File: config.mk
export PLATFORM = sky130hd
export DESIGN_NAME = stopwatch_adc_display_controller_top
export DESIGN_NICKNAME = d
export VERILOG_FILES = /design/src/hw/rtl/swadc_pkg.sv /design/src/hw/rtl/swadc_in_stage.sv /design/src/hw/rtl/swadc_debounce.sv /design/src/hw/rtl/swadc_out_buf.sv /design/src/hw/rtl/stopwatch_adc_display_controller_top.sv
export VERILOG_INCLUDE_DIRS = /design/src /design/src/hw/rtl
export SDC_FILE = /design/constraint.sdc
export NUM_CORES = 1
export LEC_CHECK = 0
export ABC_AREA = 1
export BUFFER_PORTS_ARGS = -buffer_cell sky130_fd_sc_hd__buf_2
export CORE_UTILIZATION = 64
export DETAILED_ROUTE_END_ITERATION = 7
export HOLD_SLACK_MARGIN = 0.15
export PLACE_DENSITY = 0.82
export SYNTH_ARGS = -nofsm -noshare
export SYNTH_HDL_FRONTEND = slang
export SYNTH_SLANG_ARGS = --single-unit
File: constraint.sdc
create_clock -name i_clk -period 6.2 [get_ports i_clk]
set_input_delay 0.31 -clock i_clk [delete_from_list [all_inputs] [get_ports i_clk]]
set_output_delay 0.31 -clock i_clk [all_outputs]
set_load 0.1 [all_outputs]
File: src/hw/rtl/stopwatch_adc_display_controller_top_defines.svh
// Assertion macros used by the top-level RTL file.
`ifndef STOPWATCH_ADC_DISPLAY_CONTROLLER_TOP_DEFINES_SVH
`define STOPWATCH_ADC_DISPLAY_CONTROLLER_TOP_DEFINES_SVH

// Same-cycle implication, checked outside reset.
`define SWADC_ASSERT_IMPL(lbl, ante, cons) \
    lbl: assert property (@(posedge i_clk) disable iff (!i_rst_n) (ante) |-> (cons)) \
        else $error("swadc assertion failed");

// Next-cycle implication, checked outside reset.
`define SWADC_ASSERT_NEXT(lbl, ante, cons) \
    lbl: assert property (@(posedge i_clk) disable iff (!i_rst_n) (ante) |=> (cons)) \
        else $error("swadc assertion failed");

`endif

File: src/hw/rtl/swadc_pkg.sv
`default_nettype none

package swadc_pkg;

    // One tick transaction.
    typedef struct packed {
        logic        show_button;
        logic        reset_button;
        logic        adc_valid;
        logic [11:0] adc_value;
    } t_in_item;

    // One display transaction.
    typedef struct packed {
        logic [3:0] digit_0;
        logic [3:0] digit_1;
        logic [3:0] digit_2;
        logic [3:0] digit_3;
        logic [3:0] point_mask;
        logic       at_limit;
        logic [1:0] view;
    } t_out_item;

    // Tick after the input register: sample already split by 100.
    typedef struct packed {
        logic       show_button;
        logic       reset_button;
        logic       adc_valid;
        logic [5:0] adc_hund;   // sample / 100
        logic [6:0] adc_rem;    // sample % 100
    } t_prep_item;

    // Debouncer control.
    typedef struct packed {
        logic       step;
        logic       level;
        logic [7:0] settle;
    } t_db_ctrl;

    localparam logic [1:0] CFG_TENTH_PERIOD  = 2'd0;
    localparam logic [1:0] CFG_DEBOUNCE_TIME = 2'd1;
    localparam logic [1:0] CFG_SCAN_PERIOD   = 2'd2;
    localparam logic [1:0] CFG_TOGGLE_PERIOD = 2'd3;

    localparam logic [1:0] VIEW_HIDDEN    = 2'd0;
    localparam logic [1:0] VIEW_STOPWATCH = 2'd1;
    localparam logic [1:0] VIEW_ADC       = 2'd2;

    localparam logic [3:0] PTS_RESET = 4'b1111;
    localparam logic [3:0] PTS_TIME  = 4'b1010;
    localparam logic [3:0] PTS_ADC   = 4'b1000;

    localparam logic [15:0] RST_TENTH_PERIOD  = 16'd100;
    localparam logic [7:0]  RST_DEBOUNCE_TIME = 8'd30;
    localparam logic [7:0]  RST_SCAN_PERIOD   = 8'd5;
    localparam logic [15:0] RST_TOGGLE_PERIOD = 16'd4000;

    localparam logic [15:0] TIME_LIMIT = 16'h9599;   // 9.59.9 as BCD
    localparam logic [15:0] TIME_HIDDEN = 16'h8888;

    // Tens and units of a value below 100: reciprocal of 10 is 205 / 2048.
    function automatic logic [7:0] split_tens(input logic [6:0] v);
        logic [14:0] prod;
        logic [3:0]  tens;
        logic [6:0]  units;
        prod  = 15'(v) * 15'd205;
        tens  = prod[14:11];
        units = v - (7'(tens) * 7'd10);
        return {tens, units[3:0]};
    endfunction

endpackage

`default_nettype wire

File: src/hw/rtl/swadc_in_stage.sv
`default_nettype none

module swadc_in_stage (
    input  wire logic                  i_clk,
    input  wire logic                  i_rst_n,
    input  wire logic                  i_valid,
    output logic                       o_ready,
    input  wire swadc_pkg::t_in_item   i_item,
    input  wire logic                  i_take,
    output logic                       o_valid,
    output swadc_pkg::t_prep_item      o_prep
);
    import swadc_pkg::*;

    logic        r_valid;
    t_prep_item  r_prep;
    t_prep_item  n_prep;
    logic [24:0] w_prod;
    logic [5:0]  w_hund;

    // Split the sample by 100: reciprocal 5243 / 2^19 is exact below 4096.
    assign w_prod = 25'(i_item.adc_value) * 25'd5243;
    assign w_hund = w_prod[24:19];

    always_comb begin
        n_prep.show_button  = i_item.show_button;
        n_prep.reset_button = i_item.reset_button;
        n_prep.adc_valid    = i_item.adc_valid;
        n_prep.adc_hund     = w_hund;
        n_prep.adc_rem      = 7'(i_item.adc_value - (12'(w_hund) * 12'd100));
    end

    assign o_ready = !r_valid || i_take;
    assign o_valid = r_valid;
    assign o_prep  = r_prep;

    // Hold the transaction until the core takes it.
    always_ff @(posedge i_clk) begin
        if (!i_rst_n) begin
            r_valid <= 1'b0;
        end else if (o_ready) begin
            r_valid <= i_valid;
        end
    end

    always_ff @(posedge i_clk) begin
        if (o_ready && i_valid) begin
            r_prep <= n_prep;
        end
    end

endmodule

`default_nettype wire

File: src/hw/rtl/swadc_debounce.sv
`default_nettype none

module swadc_debounce (
    input  wire logic                i_clk,
    input  wire logic                i_rst_n,
    input  wire swadc_pkg::t_db_ctrl i_ctrl,
    output logic                     o_press
);
    import swadc_pkg::*;

    localparam logic [1:0] ST_NORMAL = 2'd0;
    localparam logic [1:0] ST_FALL   = 2'd1;
    localparam logic [1:0] ST_LOW    = 2'd2;
    localparam logic [1:0] ST_RISING = 2'd3;

    logic [1:0] r_state, n_state;
    logic [7:0] r_timer, n_timer;

    // Walk the four debounce states, one step per tick.
    always_comb begin
        n_state = r_state;
        n_timer = r_timer;
        o_press = 1'b0;
        case (r_state)
            ST_NORMAL: begin
                if (!i_ctrl.level) begin
                    n_timer = '0;
                    n_state = ST_FALL;
                    o_press = i_ctrl.step;
                end
            end
            ST_FALL: begin
                if (r_timer >= i_ctrl.settle) n_state = ST_LOW;
                else n_timer = r_timer + 8'd1;
            end
            ST_LOW: begin
                if (i_ctrl.level) begin
                    n_timer = '0;
                    n_state = ST_RISING;
                end
            end
            ST_RISING: begin
                if (r_timer >= i_ctrl.settle) n_state = ST_NORMAL;
                else n_timer = r_timer + 8'd1;
            end
            default: begin
                n_state = ST_NORMAL;
            end
        endcase
    end

    always_ff @(posedge i_clk) begin
        if (!i_rst_n) begin
            r_state <= ST_NORMAL;
            r_timer <= '0;
        end else if (i_ctrl.step) begin
            r_state <= n_state;
            r_timer <= n_timer;
        end
    end

endmodule

`default_nettype wire

File: src/hw/rtl/swadc_out_buf.sv
`default_nettype none

module swadc_out_buf (
    input  wire logic                  i_clk,
    input  wire logic                  i_rst_n,
    input  wire logic                  i_push,
    input  wire swadc_pkg::t_out_item  i_item,
    output logic                       o_space,
    output logic                       o_valid,
    input  wire logic                  i_ready,
    output swadc_pkg::t_out_item       o_item
);
    import swadc_pkg::*;

    logic [1:0] r_count;
    t_out_item  r_head;
    t_out_item  r_second;
    logic       w_pop;

    assign o_space = (r_count != 2'd2);
    assign o_valid = (r_count != 2'd0);
    assign o_item  = r_head;
    assign w_pop   = o_valid && i_ready;

    // Track occupancy of the two slots.
    always_ff @(posedge i_clk) begin
        if (!i_rst_n) begin
            r_count <= '0;
        end else if (i_push && !w_pop) begin
            r_count <= r_count + 2'd1;
        end else if (w_pop && !i_push) begin
            r_count <= r_count - 2'd1;
        end
    end

    // Load the head and skid slots.
    always_ff @(posedge i_clk) begin
        if (w_pop) begin
            if (i_push && r_count == 2'd1) r_head <= i_item;
            else r_head <= r_second;
            if (i_push && r_count == 2'd2) r_second <= i_item;
        end else if (i_push) begin
            if (r_count == 2'd0) r_head <= i_item;
            else r_second <= i_item;
        end
    end

endmodule

`default_nettype wire

File: src/hw/rtl/stopwatch_adc_display_controller_top.sv
// Channel   | Handshake            | Payload
// tick in   | i_valid / o_ready    | i_item  (swadc_pkg::t_in_item)
// display   | o_valid / i_ready    | o_item  (swadc_pkg::t_out_item)
// config    | i_cfg_we             | i_cfg_idx, i_cfg_data
//
// One tick transaction per cycle while not stalled; a display transaction leaves through
// the input register, then the state update into a two-slot output buffer.
// Throughput is set by the output buffer: ticks stall only while both slots are full.
// i_rst_n is synchronous, active low; it restores state, timer and config registers to defaults.
// Ticks that cause no display still pass through the input register.
`default_nettype none

`include "stopwatch_adc_display_controller_top_defines.svh"

module stopwatch_adc_display_controller_top (
    input  wire logic                  i_clk,
    input  wire logic                  i_rst_n,
    input  wire logic                  i_valid,
    output logic                       o_ready,
    input  wire swadc_pkg::t_in_item   i_item,
    output logic                       o_valid,
    input  wire logic                  i_ready,
    output swadc_pkg::t_out_item       o_item,
    input  wire logic                  i_cfg_we,
    input  wire logic [1:0]            i_cfg_idx,
    input  wire logic [15:0]           i_cfg_data
);
    import swadc_pkg::*;

    // Configuration
    logic [15:0] r_tenth_period;
    logic [7:0]  r_debounce_time;
    logic [7:0]  r_scan_period;
    logic [15:0] r_toggle_period;

    // Stopwatch and view state
    logic [15:0] r_tick, n_tick;
    logic [15:0] r_time, n_time;
    logic        r_limit, n_limit;
    logic        r_show_en, n_show_en;
    logic        r_adc_view, n_adc_view;
    logic [3:0]  r_points, n_points;
    logic [15:0] r_toggle, n_toggle;
    logic [7:0]  r_scan, n_scan;
    logic [15:0] r_adc_bcd, n_adc_bcd;

    logic        w_in_valid;
    t_prep_item  w_prep;
    logic        w_space;
    logic        w_fire;
    logic        w_emit;
    t_out_item   w_out;
    t_db_ctrl    w_show_ctrl;
    t_db_ctrl    w_reset_ctrl;
    logic        w_show_press;
    logic        w_reset_press;
    logic [7:0]  w_hund_bcd;
    logic [7:0]  w_rem_bcd;

    assign w_fire = w_in_valid && w_space;

    swadc_in_stage u_in (
        .i_clk   (i_clk),
        .i_rst_n (i_rst_n),
        .i_valid (i_valid),
        .o_ready (o_ready),
        .i_item  (i_item),
        .i_take  (w_fire),
        .o_valid (w_in_valid),
        .o_prep  (w_prep)
    );

    assign w_show_ctrl  = '{step: w_fire, level: w_prep.show_button,
                            settle: r_debounce_time};
    assign w_reset_ctrl = '{step: w_fire, level: w_prep.reset_button,
                            settle: r_debounce_time};

    swadc_debounce u_db_show (
        .i_clk   (i_clk),
        .i_rst_n (i_rst_n),
        .i_ctrl  (w_show_ctrl),
        .o_press (w_show_press)
    );

    swadc_debounce u_db_reset (
        .i_clk   (i_clk),
        .i_rst_n (i_rst_n),
        .i_ctrl  (w_reset_ctrl),
        .o_press (w_reset_press)
    );

    // Finish the decimal split of the sample (it never exceeds 4095, so no clamp).
    assign w_hund_bcd = split_tens(7'(w_prep.adc_hund));
    assign w_rem_bcd  = split_tens(w_prep.adc_rem);

    // Advance all state for one tick and build the display word.
    always_comb begin
        n_time     = r_time;
        n_limit    = r_limit;
        n_show_en  = r_show_en;
        n_adc_view = r_adc_view;
        n_points   = r_points;
        n_adc_bcd  = r_adc_bcd;
        w_emit     = 1'b0;

        // stopwatch period
        n_tick = r_tick + 16'd1;
        if (n_tick >= r_tenth_period) begin
            n_tick  = '0;
            n_limit = 1'b0;
            if (r_time[3:0] < 4'd9) begin
                n_time[3:0] = r_time[3:0] + 4'd1;
            end else begin
                n_time[3:0] = 4'd0;
                if (r_time[7:4] < 4'd9) begin
                    n_time[7:4] = r_time[7:4] + 4'd1;
                end else begin
                    n_time[7:4] = 4'd0;
                    if (r_time[11:8] < 4'd5) begin
                        n_time[11:8] = r_time[11:8] + 4'd1;
                    end else begin
                        n_time[11:8] = 4'd0;
                        if (r_time[15:12] < 4'd9) begin
                            n_time[15:12] = r_time[15:12] + 4'd1;
                        end else begin
                            n_time  = TIME_LIMIT;
                            n_limit = 1'b1;
                        end
                    end
                end
            end
        end

        n_toggle = (r_toggle != 16'hFFFF) ? r_toggle + 16'd1 : r_toggle;
        n_scan   = (r_scan != 8'hFF) ? r_scan + 8'd1 : r_scan;

        if (w_prep.adc_valid) n_adc_bcd = {w_hund_bcd, w_rem_bcd};

        if (w_show_press) n_show_en = 1'b1;

        if (w_reset_press) begin
            n_time     = '0;
            n_limit    = 1'b0;
            n_show_en  = 1'b0;
            n_adc_view = 1'b0;
            n_toggle   = '0;
        end

        // view swap
        if (n_show_en) begin
            if (n_toggle >= r_toggle_period) begin
                n_toggle   = '0;
                n_adc_view = !n_adc_view;
            end
        end else begin
            n_adc_view = 1'b0;
        end

        // scan
        w_out = '0;
        if (n_scan >= r_scan_period) begin
            n_scan = '0;
            w_emit = 1'b1;
            if (!n_show_en) begin
                {w_out.digit_3, w_out.digit_2, w_out.digit_1, w_out.digit_0} = TIME_HIDDEN;
                w_out.view = VIEW_HIDDEN;
            end else if (!n_adc_view) begin
                {w_out.digit_3, w_out.digit_2, w_out.digit_1, w_out.digit_0} = n_time;
                n_points   = PTS_TIME;
                w_out.view = VIEW_STOPWATCH;
            end else begin
                {w_out.digit_3, w_out.digit_2, w_out.digit_1, w_out.digit_0} = n_adc_bcd;
                n_points   = PTS_ADC;
                w_out.view = VIEW_ADC;
            end
            w_out.point_mask = n_points;
            w_out.at_limit   = n_limit;
        end
    end

    swadc_out_buf u_out (
        .i_clk   (i_clk),
        .i_rst_n (i_rst_n),
        .i_push  (w_fire && w_emit),
        .i_item  (w_out),
        .o_space (w_space),
        .o_valid (o_valid),
        .i_ready (i_ready),
        .o_item  (o_item)
    );

    // Take configuration writes.
    always_ff @(posedge i_clk) begin
        if (!i_rst_n) begin
            r_tenth_period  <= RST_TENTH_PERIOD;
            r_debounce_time <= RST_DEBOUNCE_TIME;
            r_scan_period   <= RST_SCAN_PERIOD;
            r_toggle_period <= RST_TOGGLE_PERIOD;
        end else if (i_cfg_we) begin
            case (i_cfg_idx)
                CFG_TENTH_PERIOD:  r_tenth_period  <= i_cfg_data;
                CFG_DEBOUNCE_TIME: r_debounce_time <= i_cfg_data[7:0];
                CFG_SCAN_PERIOD:   r_scan_period   <= i_cfg_data[7:0];
                CFG_TOGGLE_PERIOD: r_toggle_period <= i_cfg_data;
                default: begin
                end
            endcase
        end
    end

    // Commit the tick.
    always_ff @(posedge i_clk) begin
        if (!i_rst_n) begin
            r_tick     <= '0;
            r_time     <= '0;
            r_limit    <= 1'b0;
            r_show_en  <= 1'b0;
            r_adc_view <= 1'b0;
            r_points   <= PTS_RESET;
            r_toggle   <= '0;
            r_scan     <= '0;
            r_adc_bcd  <= '0;
        end else if (w_fire) begin
            r_tick     <= n_tick;
            r_time     <= n_time;
            r_limit    <= n_limit;
            r_show_en  <= n_show_en;
            r_adc_view <= n_adc_view;
            r_points   <= n_points;
            r_toggle   <= n_toggle;
            r_scan     <= n_scan;
            r_adc_bcd  <= n_adc_bcd;
        end
    end

    `SWADC_ASSERT_IMPL(a_limit_digits, r_limit, r_time == TIME_LIMIT)
    `SWADC_ASSERT_IMPL(a_adc_needs_show, r_adc_view, r_show_en)
    `SWADC_ASSERT_IMPL(a_hidden_eights, o_valid && o_item.view == VIEW_HIDDEN,
        o_item.digit_0 == 4'd8 && o_item.digit_3 == 4'd8)
    `SWADC_ASSERT_IMPL(a_time_points, o_valid && o_item.view == VIEW_STOPWATCH,
        o_item.point_mask == PTS_TIME)
    `SWADC_ASSERT_NEXT(a_reset_press_hides, w_fire && w_reset_press, !r_show_en && !r_limit)

endmodule

`default_nettype wire
==> flow_metrics.py <==
metrics = {
    "synthesis": {
        "syn_nets": 2407,
        "synth_area_leader_cell": "dfxtp_1",
        "ys_async_sr_fraction": 0,
        "synth-seq-area-share": 0.298,
        "netlist_area_um2": 16300,
        "synth.distinct_cells": 55,
        "synth_top_area_frac": 0.184,
        "synth_edf_count": 62,
        "synth_cells": 2080,
        "ys.flop_type": "dfxtp_1",
        "ys_top_cells_by_area": "dfxtp_1 18%, ha_1 17%, edfxtp_1 11%, nand2_1 10%, inv_1 8.0%",
        "syn_area_per_cell_um2": 7.84,
        "ys_warn_count": 0,
        "ys_ff_latch": 212,
    },
    "detailed_routing": {
        "dr_total_vias": 13800,
        "routedWlPerCell_um": 14.6,
        "postRouteAntennaNets": 0,
        "vias_per_cell": 5.55,
        "drc": 0,
        "drt_pass1_iterations": 7,
        "routed_wl_mm": 36.4,
        "drt_iter0_drc": 969,
    },
    "power": {
        "power_density_nw_per_um2": 460,
        "power.leakage_uw": 0.00885,
        "ir_worst_vdd_v": 0.000425,
        "p_seq_frac": 0.213,
        "p_clk_frac": 0.171,
        "p_int_uw": 4290,
        "switchingPower_uw": 3920,
        "p_sw_frac": 0.477,
        "pwr-share-comb": 0.617,
    },
    "worst_setup_path": {
        "r2r-end": "u_out.r_second[22]",
        "r2r_setup_slack_ns": 1.44,
        "end_kind": "flip-flop",
        "cp.arrival_ns": 5.95,
        "ff2ff_path_depth": 20,
        "cpMostUsedCell": "nand2_1",
        "crit_type": "input port to flip-flop",
        "slowest_stage": "fa_1",
        "reg2reg_from": "u_in.o_prep[3]",
        "critPathRequiredTime_ns": 6.46,
        "max_stage_delay_ns": 0.55,
        "start_kind": "input port",
        "cp_max_fo": 6,
    },
    "clock_tree": {
        "clk_pin_slew_ns": 0.06,
        "cts_sinks": 212,
        "cts_tree": "done",
        "cts_buffers": 24,
        "cts.repair.resized": 0,
        "clock_path_buffers": 3,
        "clockRootBuffer": "clkbuf_16",
        "htree_levels": 1,
        "clk_latency_ns": 0.52,
    },
    "sta": {
        "fin_crit_ns": 5.69,
        "slew_violations": 0,
        "tightest_slew_ns": 1.12,
        "setup_violations": 0,
        "timing.setup.tns_ns": 0,
        "hold_viol_final": 0,
        "fmax_ghz": 0.176,
        "finalClockSkew_ns": 0.0174,
        "min_period_over_period": 0.918,
        "maxSlewHeadroom": 0.251,
        "rsz0062_at_grt": "no",
    },
    "global_route": {
        "busiest_layer": "met2",
        "grt_max_degree": 83,
        "use_met1": 0.374,
        "track_usage": 0.284,
        "grtUsageMet2": 0.500,
        "grt_antenna_before_repair": 0,
        "grt_overflow_total": 0,
        "grt_pass1_wl_mm": 61.4,
        "grt_pass1_vias": 13300,
        "grt_util_met3": 0.0275,
    },
    "cells_and_area": {
        "instances_no_fill": 2493,
        "final_cell_mix": "443 x nand2_1, 347 x inv_1, 228 x ha_1",
        "final_common_cell": "nand2_1",
        "layout-drive-gt1-share": 0.0851,
        "area_growth_pct": 9.57,
        "n_antenna_cell": 0,
        "layout.nets": 2474,
    },
    "placed_design": {
        "dpl.hpwl_mm": 27.5,
        "port-buffer-count": 62,
        "place.gp.congestion": 0.894,
        "dpl.cell_count": 2429,
    },
    "job": {
        "cap_violations": 0,
    },
    "die": {
        "die_h_um": 162,
        "num_rows": 58,
        "io_pins": 63,
        "core_um2": 25100,
        "die_area_um2": 26100,
        "dieWidth_um": 162,
        "start_util": 0.649,
    },
    "worst_hold_path": {
        "min_from": "i_cfg_idx[0]",
        "holdPathEnd": "r_scan_period[0]",
        "hold_class": "input port to flip-flop",
        "hold_depth": 4,
    },
    "outcome": {
        "status": "complete, no violations",
    },
}
## power by group through the flow
stage	Combinational, µW	Sequential (µW)	Clock [µW]
2_1_floorplan	3670	2030	0
3_3_place_gp	4780	1770	0
3_5_place_dp	5000	1770	0
4_1_cts	5060	1750	1420
5_1_grt	5900	1760	1480
6_report	5070	1750	1400
## worst max-delay path: cells and delay by family
family | cells | cell delay (ns)
adder cells (fa/ha/maj) | 8 | 3.35
AND/OR/NAND/NOR | 12 | 1.00
AO/OA/AOI/OAI | 3 | 0.44
buffers and inverters | 7 | 0.44
XOR/XNOR | 2 | 0.37
## layout make-up
class | instances | area (µm²)
inverter | 363 | 1360
clock buffer | 28 | 657
sequential | 212 | 4860
multi-input combinational | 1454 | 9850
timing repair buffer | 92 | 591
fill | 1960 | 7250
tap | 330 | 413
clock inverter | 14 | 121
## synthesized netlist by cell type (8+ instances only)
library cell / count
o21ai_0: 137
nand4_1: 29
buf_2: 10
a21oi_1: 168
xnor2_1: 18
o21a_1: 8
nand2_2: 9
inv_2: 14
a22oi_1: 8
nor3_2: 11
ha_1: 228
nor3_1: 16
dfxtp_1: 150
clkbuf_1: 36
nand2_1: 443
o211ai_1: 14
fa_1: 61
inv_1: 347
edfxtp_1: 62
nand3_1: 80
nor2_1: 109
xor2_1: 26
## registers in the layout (all words and copies together), names as in the netlist, 16 cells and up
register and cells:
r_tenth_period 16, r_toggle_period 16, r_time 16, u_out.o_item 23, r_toggle 16, r_adc_bcd 16
u_out.r_second 23, r_tick 16, u_in.o_prep 16
## through the flow
stage	util	setup WS (ns)	hold slack [ns]	cell area, µm²	total power (µW)
2_1_floorplan	-	0.562	0.409	16300	5700
3_3_place_gp	0.672	0.231	0.423	16900	6550
3_5_place_dp	0.672	0.00852	0.434	16900	6770
4_1_cts	0.711	0.554	0.167	17900	8220
5_1_grt	0.711	0.148	0.191	17900	9150
6_report	0.711	0.508	0.184	17900	8220
## timing repair
item,in CTS,in global routing
buffers inserted,0,0
hold endpoints to repair,37,0
hold buffers,22,0
## logic make-up (layout without fill, tap and decap cells)
| logic type | Yosys count | in the layout | share of synthesized area |
|---|---|---|---|
| flops | 212 | 212 | 0.298 |
| mux | 1 | 1 | 0.000691 |
| buf+inv | 414 | 497 | 0.0979 |
| xor+xnor | 44 | 44 | 0.0236 |
| compound gates | 379 | 379 | 0.129 |
| simple gates | 741 | 741 | 0.200 |
| fa+ha+maj | 289 | 289 | 0.250 |
## metal layers
metal,up-vias,wire [µm]
met5,-,0
met4,0,685
met3,65,1680
met2,386,17600
met1,6452,16500
li1,6922,-
## how the worst max path moves through the flow
stage / start / to / slack [ns]
2_1_floorplan: i_item[6] / u_in.o_prep[6] / 0.56
3_3_place_gp: i_item[6] / u_in.o_prep[6] / 0.23
3_5_place_dp: i_item[9] / u_in.o_prep[6] / 0.009
4_1_cts: i_item[9] / u_in.o_prep[6] / 0.55
5_1_grt: i_item[9] / u_in.o_prep[6] / 0.15
6_report: i_item[9] / u_in.o_prep[6] / 0.51
Note: power is estimated with default switching activity, not from simulation.
